===== src/design/mma_pkg.sv =====
// package for the multichannel moving average unit
// widths, payload types and control structs shared by every design file
// no dependencies
`default_nettype none

package mma_pkg;

	// sizing
	localparam int CHANNELS        = 16;
	localparam int MAX_WINDOW_LOG2 = 8;
	localparam int SAMPLE_BITS     = 16;

	localparam int CH_W    = 4;                                  // channel field width
	localparam int CFG_W   = 4;                                  // window_shift register width
	localparam int IDX_W   = MAX_WINDOW_LOG2;                    // ring position width
	localparam int ADDR_W  = CH_W + IDX_W;                       // window store address
	localparam int SUM_W   = SAMPLE_BITS + MAX_WINDOW_LOG2;      // running sum width
	localparam int SHIFT_W = $clog2(MAX_WINDOW_LOG2 + 1);        // saturated shift width
	localparam int WIN_DEPTH = CHANNELS * (1 << MAX_WINDOW_LOG2);

	localparam logic [CFG_W-1:0] SHIFT_RESET = CFG_W'(3);

	typedef logic        [CH_W-1:0]        ch_t;
	typedef logic signed [SAMPLE_BITS-1:0] sample_t;
	typedef logic signed [SUM_W-1:0]       sum_t;
	typedef logic        [IDX_W-1:0]       idx_t;
	typedef logic        [ADDR_W-1:0]      addr_t;
	typedef logic        [SHIFT_W-1:0]     shift_t;
	typedef logic        [CFG_W-1:0]       cfg_t;

	// per-channel record kept in the channel ram
	typedef struct packed {
		sum_t    sum;
		sample_t prime;
	} chan_rec_t;

	// what the control logic decides for one sample at issue
	typedef struct packed {
		logic   first;    // channel not primed yet, this sample primes it
		logic   filling;  // ring not wrapped since priming
		addr_t  slot;     // window store entry to read and overwrite
		shift_t shift;    // effective window exponent
	} issue_t;

	// bypass selects for the stage that follows the ram reads
	typedef struct packed {
		logic rec;  // channel record was written at the read edge
		logic win;  // window slot was written at the read edge
	} fwd_sel_t;

endpackage

`default_nettype wire


===== src/design/mma_ctrl.sv =====
// per-channel ring control: window exponent, primed and filling flags, ring positions
// depends on mma_pkg
`default_nettype none

module mma_ctrl (
	input  wire logic                clk,
	input  wire logic                arst_n,
	input  wire logic                cfg_we,
	input  wire mma_pkg::cfg_t       cfg_wdata,
	input  wire logic                issue,
	input  wire mma_pkg::ch_t        channel,
	output mma_pkg::issue_t          info
);

	mma_pkg::shift_t shift_q;
	logic [mma_pkg::CHANNELS-1:0] primed_q;
	logic [mma_pkg::CHANNELS-1:0] filling_q;
	mma_pkg::idx_t widx_q [mma_pkg::CHANNELS];

	mma_pkg::idx_t   mask;
	mma_pkg::idx_t   cur_idx;
	mma_pkg::idx_t   next_idx;
	mma_pkg::shift_t shift_sat;

	// ring mask for the current window length
	assign mask     = ~(mma_pkg::idx_t'('1) << shift_q);
	assign cur_idx  = primed_q[channel] ? (widx_q[channel] & mask) : '0;
	assign next_idx = (cur_idx + mma_pkg::idx_t'(1)) & mask;

	// exponents above MAX_WINDOW_LOG2 saturate to it
	assign shift_sat = (int'(cfg_wdata) > mma_pkg::MAX_WINDOW_LOG2)
		? mma_pkg::shift_t'(mma_pkg::MAX_WINDOW_LOG2)
		: mma_pkg::shift_t'(cfg_wdata);

	// decision for the sample at the input
	always_comb begin
		info.first   = ~primed_q[channel];
		info.filling = filling_q[channel];
		info.slot    = {channel, cur_idx};
		info.shift   = shift_q;
	end

	// flag and position update, config write unprimes every channel
	always_ff @(posedge clk or negedge arst_n) begin
		if (!arst_n) begin
			shift_q   <= mma_pkg::shift_t'(mma_pkg::SHIFT_RESET);
			primed_q  <= '0;
			filling_q <= '0;
			for (int i = 0; i < mma_pkg::CHANNELS; i++) begin
				widx_q[i] <= '0;
			end
		end else if (cfg_we) begin
			shift_q   <= shift_sat;
			primed_q  <= '0;
			filling_q <= '0;
		end else if (issue) begin
			if (!primed_q[channel]) begin
				primed_q[channel]  <= 1'b1;
				filling_q[channel] <= 1'b1;
				widx_q[channel]    <= '0;
			end else begin
				widx_q[channel] <= next_idx;
				if (next_idx == '0) begin
					filling_q[channel] <= 1'b0;
				end
			end
		end
	end

endmodule

`default_nettype wire


===== config.mk =====
export PLATFORM = sky130hd
export DESIGN_NAME = mma_ctrl
export DESIGN_NICKNAME = d
export VERILOG_FILES = /design/src/design/mma_pkg.sv /design/src/design/mma_ctrl.sv
export SDC_FILE = /design/constraint.sdc
export NUM_CORES = 1
export LEC_CHECK = 0
export BUFFER_PORTS_ARGS = -buffer_cell sky130_fd_sc_hd__clkbuf_2
export CAP_MARGIN = 10
export CORE_MARGIN = 1.5
export CORE_UTILIZATION = 41
export DETAILED_ROUTE_END_ITERATION = 16
export SLEW_MARGIN = 20
export SYNTH_ARGS = -nofsm -noshare
export SYNTH_HDL_FRONTEND = slang
export SYNTH_SLANG_ARGS = --single-unit

===== constraint.sdc =====
create_clock -name clk -period 5.45 [get_ports clk]
set_clock_uncertainty 0.2 [all_clocks]
set_input_delay 0.545 -clock clk [delete_from_list [all_inputs] [get_ports clk]]
set_output_delay 0.545 -clock clk [all_outputs]
set_load 0.01 [all_outputs]

Word level (Yosys, flattened, before mapping) --
Index checks and enable logic that the tools add are counted.
Operators by class: $add $sub $neg 1, $lt $le $gt $ge 5, equality and inequality tests 2, shifts and indexed selects 1, mux-type cells 22, bitwise operators 12, reductions and logical operators 7
Operators by type and width (number):
- $and A128 B128 Y128 | 1
- $bwmux W128 | 1
- $mux W128 | 1
- $not A128 Y128 | 1
- $mux W16 | 7
- $bmux W8 S4 | 1
- $demux W8 S4 | 1
- $mux W8 | 4
- $or A16 B16 Y16 | 2
- $and A16 B16 Y16 | 1
- $and A8 B8 Y8 | 2
- $not A16 Y16 | 1
- $add A8 B1 Y8 const B | 1
- $bmux W1 S4 | 2
- $logic_not A8 Y1 | 1
- $not A8 Y8 | 1
- $shl A8 B4 Y8 const A | 1
- $reduce_and A2 Y1 | 3
- $ge A5 B5 Y1 const B | 1
- $lt A4 B5 Y1 const B | 1
- $lt A5 B1 Y1 const B | 1
- $not A4 Y5 | 1
- $demux W1 S4 | 1
- $ge A4 B1 Y1 const B | 1
- 8 further kinds | 12
Storage, ports and cells: register bits 164, bits of input ports 12, output and inout port bits 18, logic and storage cells 69

Logic depth before layout (Yosys ltp) --
word-level depth 13, depth in mapped cells 18

Worst setup path after synthesis --
No wires, ideal clock.
path type input to register, start in channel[3], end reg filling_q[11] (netlist bit), data arrival time 3.929 ns, setup slack 1.185 ns, cell stages on the path 18, buffers on the path 5, path through buf_4 -> buf_4 -> nor2_1 -> nand2_1 -> nand4_4 -> inv_2 -> buf_6 -> nor3_1 -> ha_1 -> nand2_1 -> nor4b_2 -> xor2_2 -> o211ai_2 -> or3_1 -> buf_6 -> buf_6 -> o41ai_1 -> a21oi_1
RTL lines:
- from (decl) | line mma_ctrl.sv:11 | input wire mma_pkg::ch_t channel,
- to (signal assigned) | line mma_ctrl.sv:48 | filling_q <= '0;
- to (signal assigned) | line mma_ctrl.sv:55 | filling_q <= '0;
- to (signal, indexed assignment) | line mma_ctrl.sv:59 | filling_q[channel] <= 1'b1;
- to (decl) | line mma_ctrl.sv:17 | logic [mma_pkg::CHANNELS-1:0] filling_q;

Final worst setup path --
start in channel[0], end reg filling_q[11] (netlist bit)
Between the ends: cells in the longest elaborated chain, start to end 11
Ends and longest elaborated chain:
- $not A4 Y5 (not written as such) | line mma_ctrl.sv:27 | assign cur_idx = primed_q[channel] ? (widx_q[channel] & mask) : '0;
- $bmux W8 S4 | line mma_ctrl.sv:27
- $mux W8 (not written as such) (2 in series) | line mma_ctrl.sv:27
- $and A8 B8 Y8 | line mma_ctrl.sv:27
- $mux W8 | line mma_ctrl.sv:27
- $add A8 B1 Y8 | line mma_ctrl.sv:28 | assign next_idx = (cur_idx + mma_pkg::idx_t'(1)) & mask;
- $and A8 B8 Y8 | line mma_ctrl.sv:28
- $logic_not A8 Y1 | line mma_ctrl.sv:63 | if (next_idx == '0) begin
- $ne A3 B2 Y1 (no line)
- $reduce_and A2 Y1 (no line)
- to (signal assigned) | line mma_ctrl.sv:48
- to (signal, indexed assignment) | line mma_ctrl.sv:59
- to (signal, indexed assignment) | line mma_ctrl.sv:64 | filling_q[channel] <= 1'b0;
Several ways; a longest one is shown, not always the timed one. The select of a mux whose other input is x is not followed. A chain may end at the register's enable or synchronous reset.

==> results.py <==
metrics = {
    "placement": {
        "dp_cells": 1000,
        "dpl.hpwl_um": 14000,
        "port_buffers": 29,
        "gp_congestion": 0.864,
    },
    "cts": {
        "clockBufferDepth": 2,
        "clk_pin_slew_ns": 0.07,
        "cts_setup_buffers": 0,
        "cts_root_buf": "clkbuf_16",
        "cts_buffers": 17,
        "tritoncts": "yes",
        "htree_num_levels": 4,
        "worstSkewPairLatency_ns": 0.43,
        "cts_resized": 0,
        "cts.sinks": 164,
    },
    "hold_path": {
        "hp-start": "cfg_wdata[3]",
        "hold_class": "in2reg",
    },
    "worst_setup_path": {
        "cp-end-kind": "flip-flop",
        "critical_path.max_fanout": 24,
        "critPathKind": "in2reg",
        "crit_arrival_ns": 4.46,
        "path_cells": "clkbuf_2 > mux4_2 > a22o_1 > nor2_1 > nor3_1 > ha_1 > a211oi_1 > o22a_1 > o21ai_0 > or3_1 > o41ai_1 > a21oi_1",
        "critical_path.startpoint": "channel[0]",
        "start_kind": "input pin",
        "critical_path.top_delay_family": "compound AO/OA/AOI/OAI gates",
        "critPathSlowestCell": "or3_1",
        "crit_required_ns": 5.52,
        "cp_num_buf_inv": 1,
        "max_stage_delay_ns": 0.65,
        "timing.rr.start": "primed_q[4]",
    },
    "yosys": {
        "netlist_area_um2": 7980,
        "synthesis.nets": 772,
        "synth_seq_cells": 164,
        "synth.avg_cell_area_um2": 10.5,
        "synth-edff-count": 0,
        "postSynth.asyncResetShare_pct": 100,
        "synth_ff_type": "dfrtp_1",
        "yosysTopAreaCellShare_pct": 50.8,
        "synth_cells": 759,
        "netlist_top_cells_area": "dfrtp_1, mux4_2, nand2_1",
        "synth_top_cell_by_area": "dfrtp_1",
        "seq_area_frac_synth_pct": 51.5,
        "synthDistinctLibCells": 59,
        "synth_warnings": 0,
    },
    "sta": {
        "hold_viol": 0,
        "max_freq_mhz": 228,
        "fin_tns_setup_ns": 0,
        "min_period_ns": 4.38,
        "tightestPinTransition_ns": 0.840,
        "max-slew-margin-rel_pct": 44.0,
        "setup_viol_count_final": 0,
        "period_share_pct": 80.5,
        "rsz0062_at_grt": "false",
        "finalMaxSlewViolations": 0,
    },
    "die": {
        "initial_utilization_pct": 42.2,
        "die_h_um": 143,
        "num_rows": 50,
        "die_w_um": 143,
        "core-area_um2": 18900,
        "ioPinCount": 30,
        "dieArea_um2": 20300,
    },
    "pwr": {
        "powerDensity_nw_per_um2": 296,
        "vdd_drop_max_mv": 0.231,
        "leakagePower_nw": 3.80,
    },
    "finish": {
        "regArea_um2": 4110,
        "multi_input_area_um2": 3490,
        "areaGrowthSynthToFinish_pct": 11.0,
        "design.final.nets": 774,
        "num_antenna_cells": 0,
        "fillers": 1759,
        "layoutNonFillerInstCount": 1034,
        "drive_gt1_share_pct": 19.0,
    },
    "routing": {
        "top_layer_used": "met4",
        "drc_errors": 0,
        "vias": 5948,
        "drt_iter0_markers": 523,
        "route.met2.wl_um": 9980,
        "firstDrtPassIters": 5,
        "wire_per_inst_um": 20.5,
        "wirelength_um": 21200,
        "ant_nets": 0,
        "route.met3.wl_um": 1270,
        "viasPerCell": 5.75,
        "wl_met1_um": 9430,
    },
    "global_route": {
        "grt_pass1_vias": 5857,
        "gr-total-overflow": 0,
        "grt_usage_pct": 22.3,
        "grt_max_degree": 111,
        "antenna_found_initial": 0,
        "grt_pass1_wl_um": 33400,
    },
    "status": {
        "status": "finished, final reports clean",
    },
    "job": {
        "max_cap_viol_count": 0,
    },
}
report_power, final:
group | total, mW | internal, mW | switching [mW] | leakage, nW
Combinational | 0.178 | 0.0543 | 0.124 | 1.25
Clock | 1.20 | 0.692 | 0.509 | 0.272
Sequential | 1.24 | 1.23 | 0.0115 | 2.28
Total | 2.62 | 1.98 | 0.644 | 3.80
synthesized netlist by cell type, types with 2 or more instances:
master / number
buf_4: 10
o21ai_0: 104
a31oi_1: 2
o22ai_1: 5
nor2b_1: 8
a211o_1: 2
nor4_1: 2
mux4_1: 2
inv_1: 7
nand3_1: 9
buf_2: 4
dfrtp_1: 162
clkbuf_1: 38
or3_1: 4
nand2_1: 162
buf_12: 2
and2_1: 3
nand2_2: 2
nor3_1: 8
buf_6: 7
o21a_1: 2
a21oi_1: 36
o31ai_1: 16
o211ai_1: 2
a22o_1: 5
a22oi_1: 4
dfstp_2: 2
mux2_2: 22
nand2b_1: 5
nor2_1: 41
o41ai_1: 9
mux4_2: 32
a2111oi_0: 2
mux2i_1: 13
worst paths after layout:
kind	end	slack (ns)	cells after the start
worst max-delay path	filling_q[11]	1.07	12
worst min-delay path	shift_q[0]	0.11	2
worst max register to register	filling_q[11]	1.44	12
worst min register to register	widx_q[66]	0.27	2
max in group asynchronous	widx_q[107]	3.63	3
min in group asynchronous	widx_q[71]	0.38	2
metal layers:
layer | global-route usage, % | vias up
li1 | - | 2701
met3 | 4.71 | 41
met5 | 0 | -
met2 | 34.8 | 213
met1 | 30.6 | 2993
met4 | 8.41 | 0
through the flow:
step                hold slack, ns  power [mW]  area, µm²  setup WS, ns  utilization (%)
floorplan                   0.0494        1.38       7980          1.18                -
global placement             0.256        1.44       8220         0.769             43.5
detailed placement           0.264        1.44       8220         0.650             43.5
CTS                         0.0984        2.63       8810          1.10             46.6
global route                 0.113        2.71       8860         0.770             46.9
finish                       0.109        2.62       8860          1.07             46.9
cell families (layout without fill, tap and decap cells):
kind of cell	after synthesis	after routing	synth area share [%]
and+or+nand+nor	253	253	13.7
AOI/OAI and AO/OA	199	199	14.9
DFF	164	164	51.5
buffers and inverters	70	85	4.89
muxes	69	69	14.4
xor gates and xnor gates	3	3	0.423
adders and majority gates	1	1	0.157
cells in the final DEF (no fill, tap or decap), types with 3 or more instances in the layout:
| cell type | synthesis | routed |
|---|---|---|
| o21ai_0 | 104 | 104 |
| mux4_2 | 32 | 32 |
| a21oi_1 | 36 | 36 |
| nor2_1 | 41 | 40 |
| o22ai_1 | 5 | 5 |
| o31ai_1 | 16 | 16 |
| or3_1 | 4 | 4 |
| inv_1 | 7 | 7 |
| nand2_1 | 162 | 162 |
| a22o_1 | 5 | 5 |
| a22oi_1 | 4 | 4 |
| clkinv_4 | 0 | 4 |
| o41ai_1 | 9 | 9 |
| clkinvlp_4 | 0 | 5 |
| nand2b_1 | 5 | 5 |
| and2_1 | 3 | 3 |
| mux2_2 | 22 | 22 |
| buf_4 | 10 | 13 |
| nor2b_1 | 8 | 7 |
| mux2i_1 | 13 | 11 |
| clkbuf_2 | 0 | 28 |
| clkbuf_16 | 0 | 17 |
| dfrtp_1 | 162 | 162 |
| nand3_1 | 9 | 9 |
| nor3_1 | 8 | 8 |
flip-flops by register name (all words and copies together), names as in the netlist:
| signal | cells |
|---|---|
| shift_q | 4 |
| filling_q | 16 |
| widx_q | 128 |
| primed_q | 16 |
final cells by class:
class,count,share of cell area (%)
sequential,164,46.4
tap,260,3.67
clock inverter,13,1.70
multi-input combinational,525,39.5
timing repair buffer,45,3.46
clock buffer,19,5.00
inverter,8,0.339
repair_timing:
action / in CTS / in global routing
hold endpoints to repair: 0 / 37
hold buffers: 0 / 1
endpoints found under the setup margin: 0 / 0
(Power assumes the default switching activity.)
