File: config.mk
export PLATFORM = sky130hd
export DESIGN_NAME = mma_accum
export DESIGN_NICKNAME = d
export VERILOG_FILES = /design/src/design/mma_pkg.sv /design/src/design/mma_accum.sv
export SDC_FILE = /design/constraint.sdc
export NUM_CORES = 1
export LEC_CHECK = 0
export BUFFER_PORTS_ARGS = -buffer_cell sky130_fd_sc_hd__buf_2
export CORE_UTILIZATION = 40
export DETAILED_ROUTE_END_ITERATION = 7
export PLACE_DENSITY_LB_ADDON = 0.3
export SYNTH_ARGS = -nofsm -noshare
export SYNTH_HDL_FRONTEND = slang
export SYNTH_SLANG_ARGS = --single-unit
export TNS_END_PERCENT = 5
File: constraint.sdc
create_clock -name clk -period 6.1 [get_ports clk]
set_clock_uncertainty 0.2 [all_clocks]
set_input_delay 0.61 -clock clk [delete_from_list [all_inputs] [get_ports clk]]
set_output_delay 0.61 -clock clk [all_outputs]
set_load 0.005 [all_outputs]
File: src/design/mma_pkg.sv
// package for the multichannel moving average unit
// widths, payload types and control structs shared by every design file
// no dependencies
`default_nettype none

package mma_pkg;

	// sizing
	localparam int CHANNELS        = 16;
	localparam int MAX_WINDOW_LOG2 = 8;
	localparam int SAMPLE_BITS     = 16;

	localparam int CH_W    = 4;                                  // channel field width
	localparam int CFG_W   = 4;                                  // window_shift register width
	localparam int IDX_W   = MAX_WINDOW_LOG2;                    // ring position width
	localparam int ADDR_W  = CH_W + IDX_W;                       // window store address
	localparam int SUM_W   = SAMPLE_BITS + MAX_WINDOW_LOG2;      // running sum width
	localparam int SHIFT_W = $clog2(MAX_WINDOW_LOG2 + 1);        // saturated shift width
	localparam int WIN_DEPTH = CHANNELS * (1 << MAX_WINDOW_LOG2);

	localparam logic [CFG_W-1:0] SHIFT_RESET = CFG_W'(3);

	typedef logic        [CH_W-1:0]        ch_t;
	typedef logic signed [SAMPLE_BITS-1:0] sample_t;
	typedef logic signed [SUM_W-1:0]       sum_t;
	typedef logic        [IDX_W-1:0]       idx_t;
	typedef logic        [ADDR_W-1:0]      addr_t;
	typedef logic        [SHIFT_W-1:0]     shift_t;
	typedef logic        [CFG_W-1:0]       cfg_t;

	// per-channel record kept in the channel ram
	typedef struct packed {
		sum_t    sum;
		sample_t prime;
	} chan_rec_t;

	// what the control logic decides for one sample at issue
	typedef struct packed {
		logic   first;    // channel not primed yet, this sample primes it
		logic   filling;  // ring not wrapped since priming
		addr_t  slot;     // window store entry to read and overwrite
		shift_t shift;    // effective window exponent
	} issue_t;

	// bypass selects for the stage that follows the ram reads
	typedef struct packed {
		logic rec;  // channel record was written at the read edge
		logic win;  // window slot was written at the read edge
	} fwd_sel_t;

endpackage

`default_nettype wire

File: src/design/mma_accum.sv
// sum update stage: bypass from the last write, add and subtract, floor shift
// depends on mma_pkg
`default_nettype none

module mma_accum (
	input  wire logic                clk,
	input  wire mma_pkg::sample_t    sample,
	input  wire mma_pkg::issue_t     info,
	input  wire mma_pkg::fwd_sel_t   fwd,
	input  wire mma_pkg::chan_rec_t  rd_rec,
	input  wire mma_pkg::sample_t    rd_win,
	input  wire logic                wr_en,
	output mma_pkg::chan_rec_t       rec_new,
	output mma_pkg::sample_t         average
);

	mma_pkg::chan_rec_t fwd_rec_q;
	mma_pkg::sample_t   fwd_win_q;

	mma_pkg::chan_rec_t rec_old;
	mma_pkg::sample_t   win_old;
	mma_pkg::sample_t   leaving;
	mma_pkg::sum_t      sample_ext;
	mma_pkg::sum_t      sum_shr;

	// copy of the last write, used when the ram read raced it
	always_ff @(posedge clk) begin
		if (wr_en) begin
			fwd_rec_q <= rec_new;
			fwd_win_q <= sample;
		end
	end

	assign rec_old    = fwd.rec ? fwd_rec_q : rd_rec;
	assign win_old    = fwd.win ? fwd_win_q : rd_win;
	assign leaving    = info.filling ? rec_old.prime : win_old;
	assign sample_ext = mma_pkg::sum_t'(sample);

	// priming fills the window with the sample, else swap leaving for new
	always_comb begin
		if (info.first) begin
			rec_new.sum   = sample_ext <<< info.shift;
			rec_new.prime = sample;
		end else begin
			rec_new.sum   = rec_old.sum + sample_ext - mma_pkg::sum_t'(leaving);
			rec_new.prime = rec_old.prime;
		end
	end

	// mean rounded toward minus infinity
	assign sum_shr = rec_new.sum >>> info.shift;
	assign average = sum_shr[mma_pkg::SAMPLE_BITS-1:0];

endmodule

`default_nettype wire

After elaboration in Yosys (flattened, before gate mapping)

Cells that the tools add are included.

Register bits: 56
Bits in latches: 0
Memory bits (writable): 0
Memory bits (read-only): 0
Bits of input ports: 94
Output and inout bits: 56
Logic and storage cells: 11
Memories: 0

$add $sub $neg: 2
Multiply operators: 0
Div/mod/pow operators: 0
Order comparisons: 0
Equality and inequality tests: 0
Shifts and indexed selects: 2
Mux-type cells: 4
Bitwise gates (word level): 0
Reductions and logical operators: 0

Operator list:

| kind                                           | count |
|---|---|
| 40-bit 2-to-1 mux                              | 2 |
| 16-bit 2-to-1 mux                              | 2 |
| 24-bit by 16-bit adder with 24-bit output      | 1 |
| 16-bit by 4-bit <<< shifter with 24-bit output | 1 |
| 24-bit by 4-bit >>> shifter with 16-bit output | 1 |
| 24-bit by 16-bit subtractor with 24-bit output | 1 |

Longest topological paths before layout

Gate-level depths: netlist (run 1).

Depth after elaboration: 5
Depth in mapped cells: 18
Gate-level depth less buffers: 17

Least setup slack after synthesis (run 1)

No wires, ideal clock.

Path kind: input to output
From: in fwd[0] in the netlist's numbering
To: out average[14]
Data arrival time: 5,011 ps
Required time: 5,290 ps
Path slack: 279 ps
Stages on the path: 16
Path buffers: 3
Cells stage by stage: clkbuf_1 -> clkbuf_1 -> mux2i_1 -> o21ai_0 -> fa_1 -> inv_1 -> ha_1 -> buf_6 -> and3_4 -> a221o_2 -> a221o_1 -> or4_1 -> o311ai_1 -> inv_2 -> mux4_2 -> a221o_1

RTL lines:

| what               | line            | source |
|---|---|---|
| start: declaration | mma_accum.sv:9  | `input wire mma_pkg::fwd_sel_t fwd,` |
| end: declaration   | mma_accum.sv:14 | `output mma_pkg::sample_t average` |

Worst setup path in the final report (run 1)

From: in fwd[1] in the netlist's numbering
To: out average[14]

Longest elaborated chain between the ends: 5
Elaborated cells between the ends (all ways): 6
Those cells by class: 2 x add/sub; 1 x shift; 3 x mux

Ends and longest elaborated chain:

| what                                                                           | line                             | source |
|---|---|---|
| 40-bit 2-to-1 mux *                                                            | mma_accum.sv:34                  | `assign rec_old = fwd.rec ? fwd_rec_q : rd_rec;` |
| 24-bit by 16-bit adder with 24-bit output or 16-bit 2-to-1 mux (tied branches) | mma_accum.sv:45, mma_accum.sv:36 |  |
| 24-bit by 16-bit subtractor with 24-bit output *                               | mma_accum.sv:45                  | `rec_new.sum = rec_old.sum + sample_ext - mma_pkg::sum_t'(leaving);` |
| 40-bit 2-to-1 mux *                                                            | mma_accum.sv:41                  | `if (info.first) begin` |
| 24-bit by 4-bit >>> shifter with 16-bit output *                               | mma_accum.sv:51                  | `assign sum_shr = rec_new.sum >>> info.shift;` |

Mark *: on every way between the ends. The rest lies on a longest branch, timed or not.

==> results.py, run 1 <==
metrics = {
    "die": {
        "die_w_um": 136,
        "core_sq_mm": 0.0174,
        "die_area_sq_mm": 0.0184,
        "num_rows": 48,
        "start_util_pct": 41.1,
        "num_io_pins": 150,
        "die_h_um": 136,
    },
    "route": {
        "via_per_inst": 6.05,
        "wl_per_cell_um": 19.8,
        "drc": 0,
        "dr.first_iter.drc_count": 619,
        "final_antenna_net_count": 0,
        "dr.pass1.iters": 5,
        "vias": 7087,
        "wirelength_mm": 23.2,
    },
    "setup_path": {
        "critPathCaptureType": "output port",
        "critPathArrivalTime_ps": 5130,
        "r2r-start": "fwd_rec_q[1]$_DFFE_PP_",
        "crit_start": "fwd[1]",
        "path_max_fanout": 18,
        "path_class": "input port to output port",
        "cp-start-kind": "input port",
        "r2r_setup_slack_ps": 1840,
        "crit_required_ps": 5290,
    },
    "cells_and_area": {
        "drive_gt1_share_pct": 30.0,
        "register_area_sq_mm": 0.00168,
        "fin_cells": 1171,
        "area_delta_synth_final_pct": 18.4,
        "fillerInstances": 1708,
        "mostFrequentLayoutCells": "137 x buf_2, 69 x nand2_1, 67 x nor2_1",
        "antenna_cells": 0,
        "nNetsFinal": 1087,
        "multiInputGateArea_sq_mm": 0.00501,
        "layout_commonest_cell": "buf_2",
    },
    "grt": {
        "grtUsageTotal_pct": 25.6,
        "overflow": 0,
        "antenna_found_initial": 0,
        "grt_pass1_vias": 6567,
        "grt_start_max_net_pins": 57,
        "grt_pass1_wl_mm": 36.3,
    },
    "clock_tree": {
        "cts_root_buf": "clkbuf_16",
        "cts_tree": "done",
        "cts_buffers": 5,
        "htree_levels": 2,
        "cts.sinks": 56,
        "clk_latency_ps": 310,
        "hold_buffers": 0,
        "clk_path_buf_depth": 2,
        "clkSlewWorstSetupHoldPaths_ps": 70,
    },
    "synth": {
        "syn_inst": 810,
        "synth_mux_area_share_pct": 21.5,
        "avgSynthCellArea_sq_um": 8.84,
        "synth_fa_ha_area_share_pct": 10.8,
        "syn-num-nets": 952,
        "syn_area_sq_mm": 0.00716,
        "synth_compound_area_share_pct": 22.3,
        "synthSimpleGateAreaFrac_pct": 13.9,
        "ys_warn_count": 0,
        "async_flop_share_pct": 0,
        "synth_edf_count": 56,
        "yosysSeqAreaShare_pct": 23.5,
        "synth_top_family_by_area": "compound AO/OA/AOI/OAI gates",
        "ys.flop_type": "edfxtp_1",
        "yosysUniqueCellTypes": 77,
        "ys_ff_latch": 56,
        "synth-xor-area-share_pct": 1.22,
    },
    "power_and_ir_drop": {
        "power.internal_uw": 1630,
        "p_sw_uw": 1350,
        "switching_share_pct": 45.3,
        "p_leak_uw": 0.00371,
        "p_clk_share_pct": 13.1,
        "combPwrFrac_pct": 69.1,
        "p_per_area_mw_per_mm2": 351,
        "seqPwrFrac_pct": 17.9,
        "ir_drop_mv": 0.176,
    },
    "placed_design": {
        "place_congestion": 0.940,
        "io_buffers": 137,
        "place_ws_ps": 256,
        "dpl.hpwl_mm": 17.6,
        "dp.cells": 1163,
    },
    "sta": {
        "post-route-min-period_ps": 5940,
        "max_slew_margin_pct": 26.5,
        "fmax_ghz": 0.168,
        "hold_viol": 0,
        "setup_viol": 0,
        "finalCritPeriodShare_pct": 97.3,
        "fin_ws_ps": 165,
        "rsz0062_at_grt": "true",
        "worst-slew-pin-transition_ps": 1100,
        "slew_viol_final": 0,
    },
    "hold_path": {
        "min_from": "sample[1]",
        "hold_class": "input port to register",
    },
    "job": {
        "drv_cap": 0,
    },
    "status": {
        "status": "completed",
    },
}
-- layout make-up --
| cell class | count | share of cell area (%) |
|---|---|---|
| inverters | 64 | 2.83 |
| clock inverters | 3 | 0.812 |
| repair buffers | 186 | 12.6 |
| multi-input cells | 632 | 59.1 |
| well taps | 225 | 3.32 |
| flip-flops and latches | 56 | 19.8 |
| clock buffers | 5 | 1.48 |
-- routing by layer --
metal  up-vias  track usage (%)  part of all wire (%)
met5         -                0                     0
met4         0             7.18                   2.0
met3        34             5.00                   9.1
met2       361             37.9                    43
met1      3375             37.6                    45
li1       3317                -                     -
-- what timing repair did --
action	4_1_cts	5_1_grt
endpoints found under the setup margin	0	7
resized for setup	0	4
buffers inserted	0	0
-- cells in the mapped netlist (7+ instances only) --
cell      number  area share [%]
nand2_1       69             3.6
nor2_1        67             3.5
inv_1         61             3.2
mux2i_1       60             8.4
edfxtp_1      56              23
a21oi_1       54             3.8
o21ai_0       48             3.4
mux2_2        44             6.9
clkbuf_1      36             1.9
ha_1          25             4.4
fa_1          23             6.4
mux4_2        18             5.7
o22ai_1       16             1.4
nand3_1       14            0.98
a21o_1        13             1.4
buf_1         12            0.63
o211ai_1      11             1.2
a211oi_1       9            0.94
o21a_1         9            0.94
buf_2          8            0.56
nand4_1        8            0.70
nor3_1         8            0.56
or2_2          8            0.70
a31oi_1        7            0.61
and2_1         7            0.61
nand2b_1       7            0.61
nor4_1         7            0.61
o221ai_1       7            0.86
-- cells by family (layout without fill, tap and decap cells) --
logic type | Yosys count | in the layout
and+or+nand+nor | 215 | 215
muxes | 124 | 124
xor gates and xnor gates | 10 | 10
AOI/OAI and AO/OA | 235 | 235
buffers and inverters | 122 | 258
adders and majority gates | 48 | 48
DFF | 56 | 56
-- worst paths after layout --
check                       endpoint  depth (start not counted)
max                      average[14]                         17
min           fwd_win_q[1]$_DFFE_PP_                          1
max reg2reg  fwd_rec_q[36]$_DFFE_PP_                         14
min reg2reg   fwd_rec_q[0]$_DFFE_PP_                          2
-- stage by stage --
stage	util (%)	hold slack [ps]	instance area [sq um]	TNS [ps]	total power, uW
after global routing	48.7	405	8480	-5.70	3190
after global placement	47.5	501	8270	0	2520
after detailed placement	47.5	505	8270	0	2530
final	48.7	411	8480	0	2970
after CTS	48.6	382	8460	0	2940
after floorplan	-	497	7160	0	1790
-- power by group through the flow --
stage	Clock [uW]	Combinational (uW)	Sequential, uW
detailed placement	0	1990	540
CTS	397	2010	531
global route	403	2250	537
global placement	0	1990	537
finish	388	2050	531
floorplan	0	1250	535
-- worst max-delay path, cell delays in order --
cell and delay, ps:
buf_2 150, buf_12 180, mux2_2 360, nand2_1 60
o21ai_0 110, fa_1 500, inv_1 40, ha_1 330
a21o_1 200, a221o_2 470, a221o_1 380, or4_1 420
o311ai_1 190, inv_2 70, mux4_2 550, a221o_1 360
buf_2 130
-- sequential cells by signal, indices dropped and copies added, names as in the netlist --
name,cells
fwd_win_q,16
fwd_rec_q,40
Power figures use the tool's default switching activity.
==> run 2: changes to the inputs <==
--- a/config.mk
+++ b/config.mk
@@ -5,8 +5,9 @@
 export SDC_FILE = /design/constraint.sdc
 export NUM_CORES = 1
 export LEC_CHECK = 0
+export ABC_AREA = 1
 export BUFFER_PORTS_ARGS = -buffer_cell sky130_fd_sc_hd__buf_2
-export CORE_UTILIZATION = 40
+export CORE_UTILIZATION = 50
 export DETAILED_ROUTE_END_ITERATION = 7
 export PLACE_DENSITY_LB_ADDON = 0.3
 export SYNTH_ARGS = -nofsm -noshare
==> constraint.sdc (replaced) <==
create_clock -name clk -period 4.85 [get_ports clk]
set_clock_uncertainty 0.2 [all_clocks]
set_input_delay 0.485 -clock clk [delete_from_list [all_inputs] [get_ports clk]]
set_output_delay 0.485 -clock clk [all_outputs]
set_load 0.005 [all_outputs]
==> run 2 against run 1 <==
Compared with the run above: non-clock buffer count shrank 31; sequential power grew 22%; sequential cell count is the same; register-to-register slack lost 320 ps; sequential share of layout area grew 1.0 points; critical path depth grew 7; cell count grew 16%; worst setup slack gained 100 ps.
==> results.py, run 2 <==
metrics = {
    "die": {
        "die_h_um": 121,
        "die_area_sq_mm": 0.0146,
        "start_util_pct": 51.2,
        "num_io_pins": 150,
        "core_sq_mm": 0.0138,
        "num_rows": 43,
        "die_w_um": 121,
    },
    "cells_and_area": {
        "drive_gt1_share_pct": 19.5,
        "area_delta_synth_final_pct": 13.7,
        "nNetsFinal": 1319,
        "largest_register_ffs": 40,
        "multiInputGateArea_sq_mm": 0.00459,
        "antenna_cells": 0,
        "register_area_sq_mm": 0.00168,
        "mostFrequentLayoutCells": "337 x nand2_1, 165 x nand3_1, 141 x inv_1",
        "layout_commonest_cell": "nand2_1",
        "fillerInstances": 1383,
        "reg_top3": "fwd_rec_q x40, fwd_win_q x16",
        "fin_cells": 1358,
        "regMostFlops": "fwd_rec_q",
    },
    "power_and_ir_drop": {
        "p_per_area_mw_per_mm2": 360,
        "combPwrFrac_pct": 64.6,
        "ir_drop_mv": 0.168,
        "p_clk_share_pct": 13.2,
        "p_leak_uw": 0.00425,
        "power.total_uw": 2900,
        "power.internal_uw": 1480,
        "p_sw_uw": 1420,
        "switching_share_pct": 48.9,
        "seqPwrFrac_pct": 22.3,
    },
    "clock_tree": {
        "htree_levels": 2,
        "cts_root_buf": "clkbuf_16",
        "clk_latency_ps": 300,
        "clk_path_buf_depth": 2,
        "cts.sinks": 56,
        "cts_buffers": 5,
        "hold_buffers": 0,
        "clkSlewWorstSetupHoldPaths_ps": 80,
        "cts_tree": "done",
    },
    "synth": {
        "yosysSeqAreaShare_pct": 23.7,
        "synth_fa_ha_area_share_pct": 10.9,
        "synth_top_area_cell": "edfxtp_1",
        "synthTopCellsByCount": "338 x nand2_1, 165 x nand3_1, 142 x inv_1, 56 x edfxtp_1, 41 x nor2_1",
        "synth_mux_area_share_pct": 5.65,
        "synth_edf_count": 56,
        "synth_top_family_by_area": "simple AND/OR/NAND/NOR gates",
        "synth_top_area_share_pct": 23.7,
        "avgSynthCellArea_sq_um": 6.68,
        "ys.flop_type": "edfxtp_1",
        "synth_compound_area_share_pct": 11.3,
        "syn_area_sq_mm": 0.00708,
        "yosysMostFrequentCell": "nand2_1",
        "ys_ff_latch": 56,
        "yosysUniqueCellTypes": 37,
        "synth-xor-area-share_pct": 0.371,
        "syn-num-nets": 1202,
        "syn_inst": 1060,
        "ys_warn_count": 0,
        "async_flop_share_pct": 0,
        "synthSimpleGateAreaFrac_pct": 36.5,
        "ys_top_cells_by_area": "edfxtp_1 24%, nand2_1 18%, nand3_1 12%",
    },
    "setup_path": {
        "rr_endpoint": "fwd_rec_q[30]$_DFFE_PP_",
        "path_max_fanout": 8,
        "r2r-start": "fwd_rec_q[1]$_DFFE_PP_",
        "crit_required_ps": 4160,
        "endpoint": "average[11]",
        "crit_start": "fwd[1]",
        "path_cells": "clkbuf_4 -> buf_4 -> mux2i_1 -> a22oi_1 -> ha_1 -> inv_1 -> ha_1 -> fa_1 -> nand2_1 -> nand2_1 -> nand2_2 -> inv_1 -> nand2_1 -> nand3_1 -> nand2_1 -> nand3_1 -> nand3_1 -> nand3_1 -> nand2_1 -> nand2_1 -> nand3_1 -> nand2_1 -> inv_1 -> buf_2",
        "r2r_setup_slack_ps": 1520,
        "worstRegToRegCells": 13,
        "critPathCaptureType": "output port",
        "path_class": "input port to output port",
        "worst_path_most_repeated_cell": "nand2_1",
        "cp-start-kind": "input port",
        "crit_slowest_cell": "fa_1",
        "slowest_delay_ps": 450,
        "critPathArrivalTime_ps": 3900,
    },
    "status": {
        "status": "completed",
    },
    "route": {
        "drc": 0,
        "vias": 7421,
        "dr.pass1.iters": 5,
        "dr.first_iter.drc_count": 582,
        "final_antenna_net_count": 0,
        "via_per_inst": 5.46,
        "wirelength_mm": 21.1,
        "wl_per_cell_um": 15.5,
    },
    "job": {
        "drv_cap": 0,
    },
    "placed_design": {
        "place_congestion": 0.935,
        "io_buffers": 137,
        "dpl.hpwl_mm": 16.8,
        "dp.cells": 1349,
    },
    "grt": {
        "grt_pass1_vias": 7004,
        "grt_pass1_wl_mm": 34.3,
        "overflow": 0,
        "grt_start_max_net_pins": 48,
        "antenna_found_initial": 0,
        "grtUsageTotal_pct": 30.0,
    },
    "sta": {
        "setup_viol": 0,
        "slew_viol_final": 0,
        "finalCritPeriodShare_pct": 94.5,
        "max_slew_margin_pct": 53.5,
        "worst-slew-pin-transition_ps": 696,
        "post-route-min-period_ps": 4580,
        "finalSetupTns_ps": 0,
        "hold_viol": 0,
        "fmax_ghz": 0.218,
        "rsz0062_at_grt": "false",
    },
    "hold_path": {
        "hold_class": "input port to register",
    },
}
run 2: changes by cell type in the layout (fill, tap and decap cells not counted), sizes merged, moves of 21 or more:
cell / delta
nand2: +281
nand3: +160
inv: +86
mux2: -36
buf: -33
mux2i: -30
nor2: -21
run 2: routing by layer:
layer	vias up	global-route usage, %	wire (um)
met2	277	50.1	9880
li1	3713	-	-
met4	0	7.18	392
met1	3400	41.6	9390
met5	-	0	0
met3	31	2.96	1410
run 2: critical path, delay by kind of cell:
family | cells | cell delay, ps
buffers and inverters | 6 | 690
muxes | 1 | 250
and+or+nand+nor | 13 | 1350
AOI/OAI and AO/OA | 1 | 110
adders and majority gates | 3 | 980
run 2: what timing repair did:
item                                    in CTS  in global routing
setup buffers                                0                  1
endpoints found under the setup margin       0                 16
resized for setup                            0                  7
run 2: cell type report:
class	instances	area share, %
clock inverters	3	0.264
well taps	180	2.80
flip-flops and latches	56	20.9
inverters	151	7.08
multi-input cells	808	57.0
repair buffers	155	10.4
clock buffers	5	1.55
run 2: worst min-delay path by stage:
stage                             from                      end  slack [ps]  depth (start not counted)
2_1_floorplan                sample[0]   fwd_win_q[0]$_DFFE_PP_         380                          0
3_3_place_gp   fwd_rec_q[10]$_DFFE_PP_  fwd_rec_q[10]$_DFFE_PP_         480                          2
3_5_place_dp    fwd_rec_q[3]$_DFFE_PP_   fwd_rec_q[3]$_DFFE_PP_         490                          2
4_1_cts                      sample[2]   fwd_win_q[2]$_DFFE_PP_         190                          1
5_1_grt                      sample[2]   fwd_win_q[2]$_DFFE_PP_         190                          1
6_report                     sample[2]   fwd_win_q[2]$_DFFE_PP_         200                          1
run 2: kinds of logic (layout without fill, tap and decap cells):
group	Yosys count	count (layout)
multiplexers	39	39
flip-flops	56	56
adder cells (fa/ha/maj)	48	48
AO/OA/AOI/OAI	129	129
AND/OR/NAND/NOR	589	589
XOR/XNOR	3	3
buffers and inverters	196	314
run 2: stage by stage:
step	area [sq um]	setup slack [ps]	utilization, %	hold WS [ps]
detailed placement	7890	75.4	57.0	493
global route	8050	6.07	58.2	188
global placement	7890	98.8	57.0	480
floorplan	7080	748	-	384
finish	8050	265	58.2	197
CTS	8030	59.8	58.1	195
run 2: power by group through the flow:
stage / registers, uW / clock network (uW) / logic (uW)
after CTS: 646 / 384 / 1850
final: 646 / 383 / 1870
after detailed placement: 657 / 0 / 1830
after floorplan: 649 / 0 / 1290
after global placement: 653 / 0 / 1800
after global routing: 652 / 403 / 2110
